### src/hw/rtl/cam_pkg.sv
// Shared types, constants and the arctangent table for the camera update block.
package cam_pkg;

  // Angles are Q16.16 degrees.
  localparam logic signed [32:0] DEG          = 33'sd65536;
  localparam logic signed [32:0] QUARTER_TURN = 33'sd5898240;
  localparam logic signed [32:0] HALF_TURN    = 33'sd11796480;
  localparam logic signed [32:0] PITCH_LIMIT  = 33'sd5832704;

  // Yaw wrap: bias that makes any updated yaw positive before the reduction.
  localparam int MODW = 36;
  localparam logic signed [MODW-1:0] YAW_BIAS = 36'sd3031695360;
  // One full turn shifted up by the number of reduction steps minus one.
  localparam logic [MODW-1:0] MOD_TOP = 36'd3019898880;
  localparam int MOD_STEPS = 8;

  // Unit vectors are Q2.14.
  localparam logic signed [15:0] ONE_Q14 = 16'sd16384;

  // CORDIC datapath.
  localparam int CORD_W = 34;
  localparam int ZW = 26;
  localparam int ATAN_ENTRIES = 24;
  localparam logic signed [CORD_W-1:0] CORDIC_GAIN = 34'sd652032874;

  // Serial multiplier: operand width, product width and digit size.
  localparam int MUL_W = 34;
  localparam int PROD_W = 68;
  localparam int MUL_DIGIT = 4;

  // Bit-serial square root and divider.
  localparam int SQRT_STEPS = 32;
  localparam int DIV_STEPS = 16;
  localparam int DVW = 50;
  localparam int CNT_W = 5;

  // Configuration register indexes.
  typedef enum logic [2:0] {
    REG_START_X  = 3'd0,
    REG_START_Y  = 3'd1,
    REG_START_Z  = 3'd2,
    REG_BASE_SPD = 3'd3,
    REG_LOOK_SNS = 3'd4
  } cfg_reg_t;

  typedef struct packed {
    logic                     start;
    logic signed [MUL_W-1:0]  a;
    logic signed [MUL_W-1:0]  b;
  } mul_req_t;

  typedef struct packed {
    logic                     done;
    logic signed [PROD_W-1:0] prod;
  } mul_rsp_t;

  typedef struct packed {
    logic               start;
    logic signed [31:0] angle;
  } cor_req_t;

  typedef struct packed {
    logic                     done;
    logic signed [CORD_W-1:0] cos_v;
    logic signed [CORD_W-1:0] sin_v;
  } cor_rsp_t;

  // atan(2^-i) in Q16.16 degrees.
  function automatic logic [23:0] atan_deg(input logic [4:0] idx);
    logic [23:0] v;
    case (idx)
      5'd0:    v = 24'd2949120;
      5'd1:    v = 24'd1740967;
      5'd2:    v = 24'd919879;
      5'd3:    v = 24'd466945;
      5'd4:    v = 24'd234379;
      5'd5:    v = 24'd117304;
      5'd6:    v = 24'd58666;
      5'd7:    v = 24'd29335;
      5'd8:    v = 24'd14668;
      5'd9:    v = 24'd7334;
      5'd10:   v = 24'd3667;
      5'd11:   v = 24'd1833;
      5'd12:   v = 24'd917;
      5'd13:   v = 24'd458;
      5'd14:   v = 24'd229;
      5'd15:   v = 24'd115;
      5'd16:   v = 24'd57;
      5'd17:   v = 24'd29;
      5'd18:   v = 24'd14;
      5'd19:   v = 24'd7;
      5'd20:   v = 24'd4;
      5'd21:   v = 24'd2;
      5'd22:   v = 24'd1;
      default: v = 24'd0;
    endcase
    return v;
  endfunction

endpackage

### src/hw/rtl/cam_mul.sv
// Digit-serial signed multiplier, four bits of the second operand per cycle.
module cam_mul (
  input  logic               clk,
  input  logic               rst,
  input  cam_pkg::mul_req_t  req,
  output cam_pkg::mul_rsp_t  rsp
);
  import cam_pkg::*;

  localparam int NDIG = (MUL_W + MUL_DIGIT - 1) / MUL_DIGIT;
  localparam int BPAD = NDIG * MUL_DIGIT;
  localparam int CW = $clog2(NDIG);

  logic                busy;
  logic                done;
  logic [CW-1:0]       cnt;
  logic [MUL_W-1:0]    am;
  logic [BPAD-1:0]     bm;
  logic [PROD_W-1:0]   acc;
  logic                neg;

  logic [MUL_W-1:0]          a_mag;
  logic [MUL_W-1:0]          b_mag;
  logic [MUL_DIGIT-1:0]      dig;
  logic [MUL_W+MUL_DIGIT-1:0] partial;
  logic [PROD_W-1:0]         acc_next;

  // Magnitudes of the operands and one digit step, most significant first.
  always_comb begin
    a_mag    = req.a[MUL_W-1] ? MUL_W'(-req.a) : MUL_W'(req.a);
    b_mag    = req.b[MUL_W-1] ? MUL_W'(-req.b) : MUL_W'(req.b);
    dig      = bm[BPAD-1 -: MUL_DIGIT];
    partial  = am * dig;
    acc_next = (acc << MUL_DIGIT) + PROD_W'(partial);
  end

  always_ff @(posedge clk) begin
    if (rst) begin
      busy <= 1'b0;
      done <= 1'b0;
      cnt  <= '0;
    end else begin
      done <= 1'b0;
      if (req.start) begin
        am   <= a_mag;
        bm   <= BPAD'(b_mag);
        acc  <= '0;
        neg  <= req.a[MUL_W-1] ^ req.b[MUL_W-1];
        cnt  <= '0;
        busy <= 1'b1;
      end else if (busy) begin
        acc <= acc_next;
        bm  <= bm << MUL_DIGIT;
        cnt <= cnt + 1'b1;
        if (cnt == CW'(NDIG - 1)) begin
          busy <= 1'b0;
          done <= 1'b1;
        end
      end
    end
  end

  // Sign is applied on the way out.
  always_comb begin
    rsp.done = done;
    rsp.prod = neg ? -$signed(acc) : $signed(acc);
  end

endmodule

### config.mk
export PLATFORM = sky130hd
export DESIGN_NAME = cam_mul
export DESIGN_NICKNAME = d
export VERILOG_FILES = /design/src/hw/rtl/cam_pkg.sv /design/src/hw/rtl/cam_mul.sv
export SDC_FILE = /design/constraint.sdc
export NUM_CORES = 1
export LEC_CHECK = 0
export ABC_AREA = 1
export ABC_CLOCK_PERIOD_IN_PS = 21400
export BUFFER_PORTS_ARGS = -buffer_cell sky130_fd_sc_hd__buf_2
export CAP_MARGIN = 20
export CELL_PAD_IN_SITES_DETAIL_PLACEMENT = 0
export CELL_PAD_IN_SITES_GLOBAL_PLACEMENT = 1
export CORE_ASPECT_RATIO = 0.9
export CORE_UTILIZATION = 40
export DETAILED_ROUTE_END_ITERATION = 10
export HOLD_SLACK_MARGIN = 0.12
export PLACE_DENSITY = 0.82
export SKIP_LAST_GASP = 1
export SYNTH_ARGS = -nofsm -noshare
export SYNTH_HDL_FRONTEND = slang
export SYNTH_SLANG_ARGS = --single-unit
### constraint.sdc
create_clock -name clk -period 21.4 [get_ports clk]
set_input_delay 3.21 -clock clk [delete_from_list [all_inputs] [get_ports clk]]
set_output_delay 3.21 -clock clk [all_outputs]
set_load 0.05 [all_outputs]
==> impl_metrics.env <==
export IMPL_outcome="complete, no violations"
export IMPL_track_usage_pct=25.2
export IMPL_via_count=16100
export IMPL_setup_slack_ns=15.44
export IMPL_wl_per_cell_um=16.1
export IMPL_period_needed_ns=5.96
export IMPL_synthCells=2579
export IMPL_async_reset_ff_share_pct=0
export IMPL_dp_cells=3215
export IMPL_rr_worst_depth=18
export IMPL_min_path_cells=1
export IMPL_hpwl_mm=43.6
export IMPL_die_h_um=197
export IMPL_swShare_pct=52.7
export IMPL_antenna_cells=0
export IMPL_yosys_area_top_type="edfxtp_1"
export IMPL_hold_violations=0
export IMPL_crit_path_start_kind="flop"
export IMPL_ioPinCount=140
export IMPL_worst_slew_pin_slew_ns=1.04
export IMPL_synth_top_cell_area_share_pct=24.6
export IMPL_dieArea_sq_mm=0.0432
export IMPL_rows=71
export IMPL_maxSlewViolCount=0
export IMPL_crit_required_ns=18.19
export IMPL_syn_area_sq_mm=0.0170
export IMPL_cts_resized=0
export IMPL_critPathCaptureType="primary output"
export IMPL_wirelength_mm=52.3
export IMPL_cts_root_buf="clkbuf_16"
export IMPL_rsz0062_at_grt="false"
export IMPL_timing_final_crit_share_pct=27.8
export IMPL_postRouteAntennaNets=0
export IMPL_cts_buffers=17
export IMPL_worstSkewPairLatency_ns=0.45
export IMPL_finalSetupViolCount=0
export IMPL_htreeDepth=4
export IMPL_antenna_found_initial=1
export IMPL_cp_arrival_ns=2.75
export IMPL_synth_edf_count=139
export IMPL_synth_distinct_cells=50
export IMPL_area_growth_pct=11.4
export IMPL_fin_cells=3249
export IMPL_first_pass_iters=6
export IMPL_synth_top_cells_by_area="edfxtp_1, nand2_1, inv_1"
export IMPL_cts_hold_buf=0
export IMPL_ys_warn_count=0
export IMPL_gp_congestion=0.935
export IMPL_grt_max_degree=100
export IMPL_tns_ns=0
export IMPL_drt_initial_drc_count=1271
export IMPL_syn_num_nets=2798
export IMPL_internal_power_w=0.000908
export IMPL_r2r_slack_ns=16.57
export IMPL_fin_skew_ns=0.0101
export IMPL_grt_pass1_vias=15700
export IMPL_synth_ff_type="edfxtp_1"
export IMPL_critPathKind="flop to primary output"
export IMPL_pre_cts_ws_ns=15.23
export IMPL_die_x_um=219
export IMPL_clkSinkCount=145
export IMPL_ys_ff_latch=145
export IMPL_ys_seq_area_share_pct=25.3
export IMPL_maxSlewHeadroom_pct=30.7
export IMPL_coreArea_sq_mm=0.0418
export IMPL_grt_pass1_wl_mm=83.6
export IMPL_overflow=0
export IMPL_initial_utilization_pct=40.5
export IMPL_clk_path_buf_depth=2
export IMPL_p_switching_w=0.00101
export IMPL_fmax_ghz=0.168
export IMPL_comb_power_share_pct=60.1
export IMPL_viasPerCell=4.96
export IMPL_p_per_area_mw_per_mm2=102
export IMPL_avgSynthCellArea_sq_um=6.58
export IMPL_n_fill_cell=4455
export IMPL_synthTopCellsByCount="nand2_1, inv_1, nor2_1"
export IMPL_cts_setup_buffers=0
export IMPL_p_leak_nw=9.97
export IMPL_critPathMaxFanout=4
export IMPL_pwr_share_seq_pct=21.8
export IMPL_route_detailed_drc=0
export IMPL_maxCapViolCount=0
export IMPL_drive_above_1_share_pct=8.70
export IMPL_clkTransAtPathRegs_ns=0.06
export IMPL_hold_path_class="flop to flop"
export IMPL_yosysMostFrequentCell="nand2_1"
export IMPL_io_buffers=139
export IMPL_fin_nets=2908
export IMPL_cts_tree="yes"
export IMPL_ir_drop_uv=82.8
export IMPL_clockPowerShare_pct=18.1
final cells by class:
type | count | area [sq um] | area share [%]
well taps | 547 | 684 | 3.62
multi-input cells | 1807 | 10300 | 54.5
clock buffers | 19 | 433 | 2.29
flip-flops and latches | 145 | 4290 | 22.7
inverters | 570 | 2140 | 11.3
clock inverters | 13 | 234 | 1.24
repair buffers | 148 | 803 | 4.25
path summary, 6_finish.rpt:
kind                                      startpoint                    end
worst max-delay path            acc[1]$_SDFFCE_PP0P_                rsp[50]
worst min-delay path             cnt[3]$_SDFFE_PP0P_    cnt[3]$_SDFFE_PP0P_
worst max register to register  bm[34]$_SDFFCE_PP0P_  acc[61]$_SDFFCE_PP0P_
worst min register to register   cnt[3]$_SDFFE_PP0P_    cnt[3]$_SDFFE_PP0P_
registers in the layout, indices dropped and copies added, names as in the netlist:
signal  count
acc        68
done        1
am         34
cnt         4
bm         36
busy        1
neg         1
layer usage:
layer  vias up  track usage [%]  routed length, um
met5         -                0                  0
met4         0             7.36               1070
met3        62             3.08               3100
met2       471             38.7              22300
met1      7470             36.7              25900
li1       8097                -                  -
worst max-delay path, cell delays in order (launching register included):
cell and delay (ns):
edfxtp_1 0.37, inv_1 0.16, ha_1 0.24, nand3_2 0.18, nor2_4 0.19, nand2_2 0.10, nor2_1 0.19, nand2_1 0.14
nand2_2 0.14, o21ai_2 0.09, nor2_1 0.10, nand2_1 0.05, nand2_1 0.07, buf_2 0.25
cell usage in the layout, fill, tap and decap left out, types with 4 or more instances in the layout:
master / instances
nor2_4: 6
nor3_1: 42
o21ai_0: 91
nand2_1: 772
ha_1: 51
xnor2_1: 16
inv_1: 564
nand4_1: 40
nor2_1: 286
buf_4: 7
o21ai_1: 8
edfxtp_1: 139
a21oi_1: 95
nand2_2: 10
nor2_2: 12
buf_2: 139
fa_1: 97
dfxtp_1: 6
and2_1: 4
and3_1: 4
clkbuf_16: 17
nand3_1: 124
nand3b_1: 7
nor4_1: 5
inv_2: 4
xor2_1: 91
or2_2: 6
bufinv_16: 6
nor3_2: 4
per-stage QoR:
step	power, W	instance area (sq um)	util [%]	hold slack [ns]
after floorplan	0.00123	17000	-	0.423
after global placement	0.00155	18200	43.4	0.440
after detailed placement	0.00156	18200	43.4	0.451
after CTS	0.00191	18800	45.0	0.462
after global routing	0.00209	18900	45.1	0.485
final	0.00192	18900	45.1	0.461
power groups by stage:
stage	clock [W]	combinational (W)	sequential, W
2_1_floorplan	0	0.000827	0.000399
3_3_place_gp	0	0.00113	0.000424
3_5_place_dp	0	0.00114	0.000424
4_1_cts	0.000351	0.00114	0.000418
5_1_grt	0.000360	0.00130	0.000422
6_report	0.000347	0.00115	0.000418
logic make-up after synthesis:
group | after synthesis | share of synthesized area [%]
and+or+nand+nor | 1335 | 33.0
buffers and inverters | 627 | 14.1
adders and majority gates | 148 | 15.2
DFF | 145 | 25.3
xor gates and xnor gates | 107 | 5.52
AOI/OAI and AO/OA | 217 | 6.85
Note: power is estimated with default switching activity, not from simulation.
