**config.mk**
```make
export PLATFORM = sky130hd
export DESIGN_NAME = cam_cordic
export DESIGN_NICKNAME = d
export VERILOG_FILES = /design/src/hw/rtl/cam_pkg.sv /design/src/hw/rtl/cam_cordic.sv
export SDC_FILE = /design/constraint.sdc
export NUM_CORES = 1
export LEC_CHECK = 0
export BUFFER_PORTS_ARGS = -buffer_cell sky130_fd_sc_hd__clkbuf_2
export CAP_MARGIN = 10
export CORE_MARGIN = 2
export CORE_UTILIZATION = 35
export DETAILED_ROUTE_END_ITERATION = 12
export SETUP_SLACK_MARGIN = 0.2
export SKIP_CTS_REPAIR_TIMING = 1
export SYNTH_ARGS = -nofsm -noshare
export SYNTH_HDL_FRONTEND = slang
export SYNTH_SLANG_ARGS = --single-unit
```
**constraint.sdc**
```tcl
create_clock -name clk -period 16.8 [get_ports clk]
set_input_delay 0 -clock clk [delete_from_list [all_inputs] [get_ports clk]]
set_output_delay 0 -clock clk [all_outputs]
set_load 0.01 [all_outputs]
```
**src/hw/rtl/cam_pkg.sv**
```systemverilog
// Shared types, constants and the arctangent table for the camera update block.
package cam_pkg;

  // Angles are Q16.16 degrees.
  localparam logic signed [32:0] DEG          = 33'sd65536;
  localparam logic signed [32:0] QUARTER_TURN = 33'sd5898240;
  localparam logic signed [32:0] HALF_TURN    = 33'sd11796480;
  localparam logic signed [32:0] PITCH_LIMIT  = 33'sd5832704;

  // Yaw wrap: bias that makes any updated yaw positive before the reduction.
  localparam int MODW = 36;
  localparam logic signed [MODW-1:0] YAW_BIAS = 36'sd3031695360;
  // One full turn shifted up by the number of reduction steps minus one.
  localparam logic [MODW-1:0] MOD_TOP = 36'd3019898880;
  localparam int MOD_STEPS = 8;

  // Unit vectors are Q2.14.
  localparam logic signed [15:0] ONE_Q14 = 16'sd16384;

  // CORDIC datapath.
  localparam int CORD_W = 34;
  localparam int ZW = 26;
  localparam int ATAN_ENTRIES = 24;
  localparam logic signed [CORD_W-1:0] CORDIC_GAIN = 34'sd652032874;

  // Serial multiplier: operand width, product width and digit size.
  localparam int MUL_W = 34;
  localparam int PROD_W = 68;
  localparam int MUL_DIGIT = 4;

  // Bit-serial square root and divider.
  localparam int SQRT_STEPS = 32;
  localparam int DIV_STEPS = 16;
  localparam int DVW = 50;
  localparam int CNT_W = 5;

  // Configuration register indexes.
  typedef enum logic [2:0] {
    REG_START_X  = 3'd0,
    REG_START_Y  = 3'd1,
    REG_START_Z  = 3'd2,
    REG_BASE_SPD = 3'd3,
    REG_LOOK_SNS = 3'd4
  } cfg_reg_t;

  typedef struct packed {
    logic                     start;
    logic signed [MUL_W-1:0]  a;
    logic signed [MUL_W-1:0]  b;
  } mul_req_t;

  typedef struct packed {
    logic                     done;
    logic signed [PROD_W-1:0] prod;
  } mul_rsp_t;

  typedef struct packed {
    logic               start;
    logic signed [31:0] angle;
  } cor_req_t;

  typedef struct packed {
    logic                     done;
    logic signed [CORD_W-1:0] cos_v;
    logic signed [CORD_W-1:0] sin_v;
  } cor_rsp_t;

  // atan(2^-i) in Q16.16 degrees.
  function automatic logic [23:0] atan_deg(input logic [4:0] idx);
    logic [23:0] v;
    case (idx)
      5'd0:    v = 24'd2949120;
      5'd1:    v = 24'd1740967;
      5'd2:    v = 24'd919879;
      5'd3:    v = 24'd466945;
      5'd4:    v = 24'd234379;
      5'd5:    v = 24'd117304;
      5'd6:    v = 24'd58666;
      5'd7:    v = 24'd29335;
      5'd8:    v = 24'd14668;
      5'd9:    v = 24'd7334;
      5'd10:   v = 24'd3667;
      5'd11:   v = 24'd1833;
      5'd12:   v = 24'd917;
      5'd13:   v = 24'd458;
      5'd14:   v = 24'd229;
      5'd15:   v = 24'd115;
      5'd16:   v = 24'd57;
      5'd17:   v = 24'd29;
      5'd18:   v = 24'd14;
      5'd19:   v = 24'd7;
      5'd20:   v = 24'd4;
      5'd21:   v = 24'd2;
      5'd22:   v = 24'd1;
      default: v = 24'd0;
    endcase
    return v;
  endfunction

endpackage

```
**src/hw/rtl/cam_cordic.sv**
```systemverilog
// Iterative rotation-mode CORDIC giving cosine and sine of a Q16.16 degree angle.
module cam_cordic #(
  parameter int STEPS = 16
) (
  input  logic               clk,
  input  logic               rst,
  input  cam_pkg::cor_req_t  req,
  output cam_pkg::cor_rsp_t  rsp
);
  import cam_pkg::*;

  localparam int IW = $clog2(ATAN_ENTRIES);

  logic                     busy;
  logic                     done;
  logic [IW-1:0]            idx;
  logic signed [CORD_W-1:0] x;
  logic signed [CORD_W-1:0] y;
  logic signed [ZW-1:0]     z;
  logic                     neg;
  logic signed [CORD_W-1:0] xo;
  logic signed [CORD_W-1:0] yo;

  logic signed [32:0]       ang_ext;
  logic signed [32:0]       fold;
  logic                     fold_neg;
  logic signed [CORD_W-1:0] xs;
  logic signed [CORD_W-1:0] ys;
  logic signed [ZW-1:0]     at;
  logic signed [CORD_W-1:0] x_next;
  logic signed [CORD_W-1:0] y_next;
  logic signed [ZW-1:0]     z_next;

  // Fold angles beyond a quarter turn by a half turn; the result is negated.
  always_comb begin
    ang_ext  = 33'(req.angle);
    fold     = ang_ext;
    fold_neg = 1'b0;
    if (ang_ext > QUARTER_TURN) begin
      fold     = ang_ext - HALF_TURN;
      fold_neg = 1'b1;
    end else if (ang_ext < -QUARTER_TURN) begin
      fold     = ang_ext + HALF_TURN;
      fold_neg = 1'b1;
    end
  end

  // One micro-rotation.
  always_comb begin
    xs = x >>> idx;
    ys = y >>> idx;
    at = ZW'(atan_deg(5'(idx)));
    if (!z[ZW-1]) begin
      x_next = x - ys;
      y_next = y + xs;
      z_next = z - at;
    end else begin
      x_next = x + ys;
      y_next = y - xs;
      z_next = z + at;
    end
  end

  always_ff @(posedge clk) begin
    if (rst) begin
      busy <= 1'b0;
      done <= 1'b0;
      idx  <= '0;
    end else begin
      done <= 1'b0;
      if (req.start) begin
        x    <= CORDIC_GAIN;
        y    <= '0;
        z    <= fold[ZW-1:0];
        neg  <= fold_neg;
        idx  <= '0;
        busy <= 1'b1;
      end else if (busy) begin
        x   <= x_next;
        y   <= y_next;
        z   <= z_next;
        idx <= idx + 1'b1;
        if (idx == IW'(STEPS - 1)) begin
          busy <= 1'b0;
          done <= 1'b1;
          xo   <= neg ? -x_next : x_next;
          yo   <= neg ? -y_next : y_next;
        end
      end
    end
  end

  always_comb begin
    rsp.done  = done;
    rsp.cos_v = xo;
    rsp.sin_v = yo;
  end

endmodule

```
==> results.toml, run 1 <==
[outcome]
status = "completed"

[detailed_routing]
wl_per_cell_um = 21.3
vias = 19400
drt.antenna.violating_nets = 0
routed_wl_um = 68100
drt-pass1-iter-count = 5
drt_iter0_drc = 1778
vias_per_cell = 6.07
drc_errors = 0

[setup_path]
crit_top_cell = "xnor2_1"
worstPathRequired_ns = 17.05
critPathMaxStageDelay_ns = 0.87
worst_setup_path_end_kind = "flop"
cp_cell_sequence = "buf_4, mux4_1, mux2i_1, a2bb2oi_1, o221ai_1, or4b_2, nor3_1, a21oi_1, xnor2_1, ha_1, a21oi_1, o211a_1, nand3_1, a211o_1, a31oi_1, o21ai_0, xnor2_1, nand4_1, o41ai_1, xnor2_1"
path_max_fanout = 68
slowest_stage = "dfxtp_4"
critical_path.startpoint_type = "flop"
crit_arrival_ns = 9.03
path_class = "reg2reg"

[floorplanning]
dieHeight_um = 250
rows = 90
top_level_ports = 104
core_area_sq_um = 60100
start_util = 0.353
die_area_sq_um = 62600
die_width_um = 250

[global_route]
grt_pass1_wl_um = 105000
grt_pass1_vias = 18300
grt_util_all_layers = 0.213
antenna_found_initial = 1
gr-total-overflow = 0
grt_start_max_net_pins = 79

[final_layout]
area.growth.synth_to_final_pct = 8.00
final_layout_size_suffix_gt1_frac = 0.126
utilization = 0.381
nets = 2547

[yosys]
ys_warn_count = 0
async_flop_share = 0
synth_edf_count = 163
syn_inst = 2377
syn-num-nets = 2524
synth-seq-cells = 192
seq_area_frac_synth = 0.258
avgSynthCellArea_sq_um = 8.93
ys.flop_type = "edfxtp_1"
yosysUniqueCellTypes = 96
synth_area_sq_um = 21200

[min_path]
hold_path_class = "in2reg"

[sta]
relSlewSlack = 0.230
finalHoldViolations = 0
tightest_slew_ns = 1.15
max_freq_ghz = 0.114
slew_violations = 0
fin_tns_setup_ns = 0
fin_crit_ns = 8.77
fin_crit_sh = 0.522
rsz0062_at_grt = "no"
finalSetupViolCount = 0
final.setup_skew_ns = 0.0168

[power]
intPower_mw = 2.02
finalPower_mw = 4.06
peakVddDrop_uv = 79.7
swShare = 0.502
switchingPower_mw = 2.04
power_density_nw_per_um2 = 177
clkPwrFrac = 0.110
seq_power_share = 0.210
combPwrFrac = 0.680
power_leakage_nw = 8.64

[cts]
cts_buffers = 17
clk_path_buf_depth = 2
h-tree-depth = 4
clk_pin_slew_worst_paths_ns = 0.08
clock_latency_ns = 0.51
cts-root-buf = "clkbuf_16"
cts_tree = "done"
clock_sinks = 192

[flow_run]
cap_violations = 0

[place]
port_buffers = 103
gp_congestion = 0.965
dp_hpwl_um = 51100
-- power groups by stage --
stage	clock network (mW)	registers, mW	logic (mW)
final	0.448	0.850	2.76
after global routing	0.474	0.856	3.03
after floorplan	0	0.775	2.09
after detailed placement	0	0.853	2.72
after CTS	0.464	0.844	2.73
after global placement	0	0.852	2.69
-- cell usage after synthesis, types with 39 or more instances --
cell	count	area, sq um
nor2_1	219	822
a21o_1	45	338
a21oi_1	181	906
xor2_1	90	788
nand2_1	179	672
ha_1	109	1360
nor3_1	69	345
o21ai_0	128	641
inv_1	67	251
mux2i_1	67	671
edfxtp_1	163	4890
mux4_2	54	1220
clkbuf_1	77	289
nand3_1	51	255
xnor2_1	128	1120
mux2_2	40	450
nor2b_1	39	244
a31oi_1	47	294
-- worst max-delay path, delay by kind of cell (launching register included) --
kind,cells,cell delay (ns)
flops,1,0.87
buf+inv,1,0.81
fa+ha+maj,1,0.45
xor+xnor,3,0.79
mux,2,1.06
simple gates,4,1.67
compound gates,9,2.80
-- cells by family (layout without fill, tap and decap cells) --
| family | after synthesis | after routing | synth area share |
|---|---|---|---|
| compound gates | 671 | 671 | 0.206 |
| xor+xnor | 219 | 219 | 0.0910 |
| fa+ha+maj | 112 | 112 | 0.0671 |
| buf+inv | 210 | 246 | 0.0502 |
| flops | 192 | 192 | 0.258 |
| mux | 189 | 189 | 0.144 |
| other cells | 0 | 1 | 0 |
| simple gates | 784 | 784 | 0.184 |
-- cell usage in the layout, fill, tap and decap left out, types with 39 or more instances in the layout --
cell type    n
ha_1       109
nand2_1    179
inv_1       67
mux2i_1     67
a21oi_1    181
a31oi_1     47
mux4_2      54
o21ai_0    128
nor3_1      69
a21o_1      45
nor2_1     218
nand3_1     51
nor2b_1     39
mux2_2      40
clkbuf_2   102
xnor2_1    128
xor2_1      90
edfxtp_1   163
-- layout make-up --
cell class	count	area, sq um
Antenna cell	1	2.50
Clock buffer	17	425
Clock inverter	15	199
Fill cell	6139	37200
Inverter	73	274
Multi-Input combinational cell	1975	14700
Sequential cell	192	5490
Tap cell	782	978
Timing Repair Buffer	141	856
-- flip-flops by register name, summed over array words and instances (netlist names) --
name,count
at,22
xo,34
idx,5
x,34
y,34
done,1
z,26
busy,1
neg,1
yo,34
-- through the flow --
stage	std cells	area (sq um)	hold slack [ns]	setup slack, ns
after detailed placement	3142	22100	0.307	8.18
after global placement	3142	22100	0.296	8.28
after CTS	3174	22700	-0.248	8.17
after global routing	3195	22900	0.0314	7.45
final	3196	22900	0.0232	8.03
after floorplan	2377	21200	0.0793	10.31
-- worst paths after layout --
path	from	endpoint	slack, ns	cells after the start
max	idx[1]	yo[33]	8.03	20
min	req[32]	x[0]	0.02	2
max reg2reg	idx[1]	yo[33]	8.03	20
min reg2reg	x[0]	xo[0]	0.66	1
-- layer usage --
metal | vias to the layer above | global-route usage | wire, um
met4 | 0 | 0.0835 | 2310
met5 | - | 0 | 0
met1 | 9424 | 0.276 | 28700
met2 | 734 | 0.354 | 32600
met3 | 146 | 0.0338 | 4460
li1 | 9102 | - | -
Power figures use the tool's default switching activity.
==> run 2, diff against run 1 <==
--- a/config.mk
+++ b/config.mk
@@ -5,6 +5,7 @@
 export SDC_FILE = /design/constraint.sdc
 export NUM_CORES = 1
 export LEC_CHECK = 0
+export ABC_AREA = 1
 export BUFFER_PORTS_ARGS = -buffer_cell sky130_fd_sc_hd__clkbuf_2
 export CAP_MARGIN = 10
 export CORE_MARGIN = 2
==> constraint.sdc (replaced) <==
create_clock -name clk -period 8.85 [get_ports clk]
set_input_delay 0 -clock clk [delete_from_list [all_inputs] [get_ports clk]]
set_output_delay 0 -clock clk [all_outputs]
set_load 0.01 [all_outputs]
==> run 2 against run 1 <==
The run now ends with hold timing left. Non-clock buffer count up 1. First-iteration DRC count up 32%. Area after synthesis up 1.9%. Critical path depth up 12. Sequential share of layout area down 0.64 points. Maximum frequency up 31%. Hold slack worse by 0.064 ns. Combinational power up 63%. Synthesized cell count up 45%. Critical endpoint is now xo[27]. Largest power group unchanged. Highest routed layer unchanged.
==> results.toml, run 2 <==
[global_route]
grt_pass1_vias = 20700
grt_pass1_wl_um = 114000
antenna_found_initial = 0
gr-total-overflow = 0
grt_start_max_net_pins = 78
grt_util_all_layers = 0.226

[setup_path]
worst_setup_path_end_kind = "flop"
critical_path.startpoint_type = "flop"
critPathMaxStageDelay_ns = 0.48
r2r_setup_slack_ns = 2.14
path_class = "reg2reg"
path_max_fanout = 68
r2r-start = "idx[1]"
critPathTopFamily = "simple AND/OR/NAND/NOR gates"
path_buf_inv = 6
worstPathRequired_ns = 9.08
reg2regPathDepth = 32
crit_arrival_ns = 6.94
r2r-end = "xo[27]"
crit_top_cell = "nand2_1"
slowest_stage = "inv_2"

[detailed_routing]
drt-pass1-iter-count = 6
vias_per_cell = 5.28
drt_iter0_drc = 2347
wl_per_cell_um = 16.9
drc_errors = 0
routed_wl_um = 72700
vias = 22800
drt.antenna.violating_nets = 0

[final_layout]
area.growth.synth_to_final_pct = 8.79
nets = 3657
antenna_cells = 0
utilization = 0.383
final_layout_size_suffix_gt1_frac = 0.0795
fin_area_sq_um = 23500
final_common_cell = "nand2_1"
final_cell_mix = "nand2_1 (1039), nand3_1 (549), inv_1 (373)"

[sta]
final.setup_skew_ns = 0.0193
fin_tns_setup_ns = 0
max_freq_ghz = 0.149
slew_violations = 0
hold_ws_ns = -0.0411
finalHoldViolations = 3
rsz0062_at_grt = "no"
fin_crit_ns = 6.71
tightest_slew_ns = 1.16
relSlewSlack = 0.230
finalSetupViolCount = 0
fin_crit_sh = 0.758

[floorplanning]
core_area_sq_um = 61400
dieHeight_um = 253
rows = 91
top_level_ports = 104
die_width_um = 253
start_util = 0.352
die_area_sq_um = 63800

[yosys]
async_flop_share = 0
synth_area_sq_um = 21600
seq_area_frac_synth = 0.253
yosysUniqueCellTypes = 59
ys.flop_type = "edfxtp_1"
yosysMostFrequentCell = "nand2_1"
syn_inst = 3455
synth_edf_count = 163
synthTopCellsByArea = "edfxtp_1 (23%), nand2_1 (18%), nand3_1 (13%)"
yosys.area.top_type = "edfxtp_1"
avgSynthCellArea_sq_um = 6.26
ys_warn_count = 0
synth-seq-cells = 192
syn-num-nets = 3602
synth_common_cells = "nand2_1 (1039), nand3_1 (549), inv_1 (373)"
yosysTopAreaCellShare = 0.226

[min_path]
min_from = "req[20]"
hold_depth = 3
min_to = "z[20]"
hold_path_class = "in2reg"

[place]
dp_hpwl_um = 57300
dpl_cell_area_sq_um = 22700
port_buffers = 103
gp_congestion = 0.919

[power]
power_density_nw_per_um2 = 282
swShare = 0.552
peakVddDrop_uv = 148
seq_power_share = 0.204
clkPwrFrac = 0.120
switchingPower_mw = 3.66
intPower_mw = 2.97
power_leakage_nw = 11.3
combPwrFrac = 0.676

[cts]
clk_pin_slew_worst_paths_ns = 0.08
clock_sinks = 192
clock_latency_ns = 0.51
cts_buffers = 17
h-tree-depth = 4
clk_path_buf_depth = 2
cts-root-buf = "clkbuf_16"
cts_tree = "done"

[outcome]
violations = "hold timing"
status = "finished, violations left"

[flow_run]
cap_violations = 0
-- run 2: layer usage --
metal  up-vias  track usage  wire length (um)
li1      11500            -                 -
met1     10300        0.315             33600
met2       799        0.357             32400
met3       107       0.0317              4560
met4         0       0.0781              2220
met5         -            0                 0
-- run 2: how the worst max path moves through the flow --
stage	cells after the start	slack [ns]	startpoint	endpoint
final	32	2.14	idx[1]	xo[27]
after global routing	36	1.66	idx[1]	xo[33]
after CTS	32	2.39	idx[1]	xo[27]
after detailed placement	32	2.42	idx[1]	xo[27]
after global placement	33	2.39	idx[1]	xo[33]
after floorplan	3	3.10	busy	x[0]
-- run 2: cell families (layout without fill, tap and decap cells) --
group / count (synthesis) / after routing / share of synthesized area
AO/OA/AOI/OAI: 342 / 342 / 0.0905
flip-flops: 192 / 192 / 0.253
adder cells (fa/ha/maj): 112 / 112 / 0.0658
XOR/XNOR: 154 / 154 / 0.0641
buffers and inverters: 500 / 568 / 0.0936
AND/OR/NAND/NOR: 2155 / 2155 / 0.433
-- run 2: power groups by stage --
stage	Clock (mW)	Combinational, mW	Sequential, mW
floorplan	0	3.27	1.31
global placement	0	4.41	1.37
detailed placement	0	4.40	1.37
CTS	0.817	4.44	1.35
global route	0.848	5.05	1.36
finish	0.796	4.49	1.35
-- run 2: metrics by stage --
| step | power (mW) | std cells | setup WS [ns] |
|---|---|---|---|
| 6_report | 6.63 | 4313 | 2.14 |
| 5_1_grt | 7.26 | 4313 | 1.66 |
| 4_1_cts | 6.61 | 4291 | 2.39 |
| 3_5_place_dp | 5.77 | 4259 | 2.42 |
| 3_3_place_gp | 5.78 | 4259 | 2.39 |
| 2_1_floorplan | 4.58 | 3455 | 3.10 |
-- run 2: worst min-delay path, stage by stage --
cell	delay [ns]
clkbuf_2	0.12
o21ai_0	0.09
o21ai_0	0.14
-- run 2: area by class of cell --
cell class | instances | area (sq um)
well taps | 790 | 988
clock buffers | 23 | 497
clock inverters | 9 | 70.1
inverters | 394 | 1480
flip-flops and latches | 192 | 5480
fillers | 6718 | 37800
multi-input cells | 2763 | 14100
repair buffers | 142 | 866
